$ cat config.mk
export PLATFORM = sky130hd
export DESIGN_NAME = pr_ctrl
export DESIGN_NICKNAME = d
export VERILOG_FILES = /design/src/rtl/pr_pkg.sv /design/src/rtl/pr_ctrl.sv
export SDC_FILE = /design/constraint.sdc
export NUM_CORES = 1
export LEC_CHECK = 0
export BUFFER_PORTS_ARGS = -buffer_cell sky130_fd_sc_hd__buf_2
export CAP_MARGIN = 20
export CORE_AREA = 2 2 39 41
export DETAILED_ROUTE_END_ITERATION = 7
export DIE_AREA = 0 0 41 43
export GPL_TIMING_DRIVEN = 0
export SLEW_MARGIN = 10
export SYNTH_ARGS = -nofsm -noshare
export SYNTH_HDL_FRONTEND = slang
export SYNTH_SLANG_ARGS = --single-unit
$ cat constraint.sdc
create_clock -name clk -period 0.8 [get_ports clk]
set_input_delay 0.12 -clock clk [delete_from_list [all_inputs] [get_ports clk]]
set_output_delay 0.12 -clock clk [all_outputs]
set_load 0.005 [all_outputs]
$ cat src/rtl/pr_pkg.sv
// shared constants, types and helpers of the packet reassembler
package pr_pkg;

  localparam int SLOTS       = 4;
  localparam int MAX_PACKETS = 16;
  localparam int CHANNELS    = 16;
  localparam int CHUNK_BYTES = 15;

  localparam logic [7:0] FRAME_MARK = 8'hAA;

  localparam int DEPTH  = SLOTS * MAX_PACKETS;
  localparam int DATA_W = 8 * CHUNK_BYTES;
  localparam int SLOT_W = (SLOTS > 1) ? $clog2(SLOTS) : 1;
  localparam int PKT_W  = (MAX_PACKETS > 1) ? $clog2(MAX_PACKETS) : 1;
  localparam int CNT_W  = $clog2(MAX_PACKETS + 1);
  localparam int LEN_W  = $clog2(CHUNK_BYTES * MAX_PACKETS + 1);
  localparam int ADDR_W = (DEPTH > 1) ? $clog2(DEPTH) : 1;

  // result status codes
  localparam logic [1:0] STATUS_IGNORED  = 2'd0;
  localparam logic [1:0] STATUS_STORED   = 2'd1;
  localparam logic [1:0] STATUS_CHUNK    = 2'd2;
  localparam logic [1:0] STATUS_REJECTED = 2'd3;

  // commands from controller to datapath
  typedef struct packed {
    logic load_frame;
    logic commit;
    logic rd_issue;
    logic chunk_load;
  } pr_cmd_t;

  // status from datapath to controller
  typedef struct packed {
    logic complete;
    logic out_free;
    logic last_chunk;
  } pr_stat_t;

  // payload memory address of one packet of one slot
  function automatic logic [ADDR_W-1:0] store_addr(input logic [SLOT_W-1:0] s,
                                                   input logic [PKT_W-1:0] p);
    return ADDR_W'(32'(s) * MAX_PACKETS + 32'(p));
  endfunction

endpackage

$ cat src/rtl/pr_ctrl.sv
// controller state machine of the packet reassembler
module pr_ctrl import pr_pkg::*; (
  input  logic     clk,
  input  logic     rst,
  input  logic     in_valid,
  output logic     in_ready,
  input  pr_stat_t stat,
  output pr_cmd_t  cmd
);

  localparam logic [1:0] ST_IDLE = 2'd0;
  localparam logic [1:0] ST_EVAL = 2'd1;
  localparam logic [1:0] ST_READ = 2'd2;
  localparam logic [1:0] ST_LOAD = 2'd3;

  logic [1:0] state;
  logic [1:0] state_next;

  // next state and commands
  always_comb begin
    state_next = state;
    cmd        = '0;
    in_ready   = 1'b0;
    unique case (state)
      ST_IDLE: begin
        in_ready = 1'b1;
        if (in_valid) begin
          cmd.load_frame = 1'b1;
          state_next     = ST_EVAL;
        end
      end
      ST_EVAL: begin
        if (stat.out_free) begin
          cmd.commit = 1'b1;
          state_next = stat.complete ? ST_READ : ST_IDLE;
        end
      end
      ST_READ: begin
        cmd.rd_issue = 1'b1;
        state_next   = ST_LOAD;
      end
      ST_LOAD: begin
        if (stat.out_free) begin
          cmd.chunk_load = 1'b1;
          state_next     = stat.last_chunk ? ST_IDLE : ST_READ;
        end
      end
      default: state_next = ST_IDLE;
    endcase
  end

  // state register
  always_ff @(posedge clk) begin
    if (rst) begin
      state <= ST_IDLE;
    end else begin
      state <= state_next;
    end
  end

endmodule

==> results.sh <==
export IMPL_regArea_um2=47.5
export IMPL_ys_ff_latch=2
export IMPL_ant_nets=0
export IMPL_status="complete, but fails checks"
export IMPL_rsz0062_at_grt="true"
export IMPL_min_from="rst"
export IMPL_multi_input_area_um2=91.3
export IMPL_wl_per_cell_um=9.58
export IMPL_worst_pin_slew_ns=0.165
export IMPL_hold_path_depth=2
export IMPL_syn_area_um2=108
export IMPL_holdPathEnd="state[0]"
export IMPL_worst_slack_ns=-0.231
export IMPL_drcViolationCount=0
export IMPL_cp_required_ns=0.68
export IMPL_totalWireLength_um=412
export IMPL_die_w_um=41
export IMPL_coreArea_um2=1380
export IMPL_die_h_um=43
export IMPL_powerDensity_nw_per_um2=1760
export IMPL_cp_start_kind="flop"
export IMPL_maxClockFrequency_mhz=970
export IMPL_synth_cells=13
export IMPL_period_needed_ns=1.03
export IMPL_grt_max_degree=8
export IMPL_worst_clock_skew_ns=0.00167
export IMPL_final_hold_violation_count=0
export IMPL_vias=154
export IMPL_rr_worst_depth=3
export IMPL_crit_fanout=5
export IMPL_dieArea_um2=1760
export IMPL_fp_row_count=14
export IMPL_grt_pass1_wl_um=489
export IMPL_power_leakage_nw=0.117
export IMPL_min_period_over_period_pct=129
export IMPL_regMostFlops="state"
export IMPL_rrSetupSlack_ns=-0.07
export IMPL_cpPeakStageDelay_ns=0.36
export IMPL_clockRootBuffer="clkbuf_4"
export IMPL_ir_drop_mv=0.353
export IMPL_yosys_area_top_type_share_pct=37.2
export IMPL_synth_area_leaders="dfxtp_1, a41o_2, nor2_1"
export IMPL_power_total_w=0.000431
export IMPL_antenna_found_initial=0
export IMPL_crit_type="flop to primary output"
export IMPL_slowest_stage="dfxtp_4"
export IMPL_cp_num_buf_inv=1
export IMPL_max_clock_path_buffers=2
export IMPL_cts_buffers=3
export IMPL_nNetsFinal=35
export IMPL_gp_congestion=0.503
export IMPL_endpoint_kind="primary output"
export IMPL_diodes=0
export IMPL_grt_ovfl_total=0
export IMPL_ctsHoldBuffers=0
export IMPL_grt_usage_pct=5.21
export IMPL_clock_sinks=2
export IMPL_cp_cell_sequence="and2b_2 -> buf_6"
export IMPL_drive_gt1_share_pct=81.5
export IMPL_violations="setup timing"
export IMPL_dr_pass1_iters=1
export IMPL_syn_nets=19
export IMPL_crit_arrival_ns=0.91
export IMPL_area_growth_pct=128
export IMPL_largest_reg_flops=2
export IMPL_cp_top_family="flip-flops"
export IMPL_relSlewSlack_pct=89.0
export IMPL_initial_core_util_pct=7.78
export IMPL_synth_warnings=0
export IMPL_via_per_inst=3.58
export IMPL_clk_latency_ns=0.22
export IMPL_drtIter0Drc=0
export IMPL_setup_violations=7
export IMPL_dp_cells=39
export IMPL_grt_pass1_vias=147
export IMPL_max_cap_viol_count=0
export IMPL_cts_tree="done"
export IMPL_reg2reg_from="state[0]"
export IMPL_synth_seq_area_share_pct=37.2
export IMPL_htree_levels=1
export IMPL_ioPinCount=11
export IMPL_ys_types=10
export IMPL_slew_viol_final=0
export IMPL_r2r_end="state[1]"
export IMPL_synth_area_per_cell_um2=8.28
export IMPL_cts_clk_slew_worst_paths_ns=0.03
export IMPL_nFillCells=163
export IMPL_top_regs="state (2)"
export IMPL_hold_class="input pin to flop"
export IMPL_yosys_area_top_type="dfxtp_1"
export IMPL_port_buffer_count=10
export IMPL_stdcell_count=43
stage by stage:
stage               setup TNS (ns)  utilization (%)  area, um2  hold WS, ns  setup WS [ns]
global route                 -1.28             17.7        245       0.0764         -0.274
floorplan                        0                -        108        0.198         0.0477
finish                      -0.957             17.7        245       0.0908         -0.231
CTS                         -0.965             16.1        223       0.0661         -0.228
global placement            -0.210             12.8        178        0.311        -0.0889
detailed placement          -0.233             12.8        178        0.313        -0.0954
cell usage after synthesis, drive strengths merged:
cell type,number
and3,1
dfxtp,2
and2,1
a41o,1
and2b,1
nor2,3
a31oi,1
nand2,1
nor3,1
a211oi,1
kinds of logic (layout without fill, tap and decap cells):
logic type | after synthesis | in the layout | synth area share (%)
buffers and inverters | 0 | 14 | 0
and+or+nand+nor | 8 | 8 | 39.5
AOI/OAI and AO/OA | 3 | 3 | 23.3
DFF | 2 | 2 | 37.2
metal layers:
| layer | vias to the layer above | track usage [%] | part of all wire, % |
|---|---|---|---|
| met4 | 0 | 12.0 | 0 |
| met3 | 0 | 1.57 | 7.8 |
| met5 | - | 0 | 0 |
| met2 | 6 | 6.56 | 61 |
| li1 | 77 | - | - |
| met1 | 71 | 3.18 | 31 |
report_power, final:
part / internal [W] / switching [W]
combinational: 0.0000490 / 0.0000372
clock: 0.000166 / 0.0000601
sequential: 0.000106 / 0.0000128
how the worst max path moves through the flow:
stage               slack (ns)  startpoint      to  cells after the start
finish                   -0.23    state[0]  cmd[1]                      2
global route             -0.27    state[0]  cmd[3]                      3
CTS                      -0.23    state[0]  cmd[3]                      3
detailed placement        -0.1    state[0]  cmd[1]                      2
global placement         -0.09    state[0]  cmd[1]                      2
floorplan                 0.05    state[0]  cmd[3]                      2
what timing repair did:
item	CTS	global route
buffers inserted	1	0
pin swaps	3	0
setup endpoints to repair	5	7
gates resized for setup	6	4
final cells by class:
cell class                 count  share of cell area, %
sequential                     2                   19.4
clock buffer                   3                   9.18
multi-input combinational     11                   37.2
timing repair buffer          11                   26.0
tap                           16                   8.16
cell usage in the layout (no fill, tap or decap):
cell type and count:
clkbuf_4 3, and2b_2 1, buf_4 1, a31oi_1 1, buf_2 9, buf_6 1, nor2_1 2, a41o_2 1
nand2_1 1, a211oi_2 1, nor2_4 1, nor3_4 1, dfxtp_4 2, and2_1 1, and3_2 1
No activity file was read; power rests on OpenSTA's default activity.
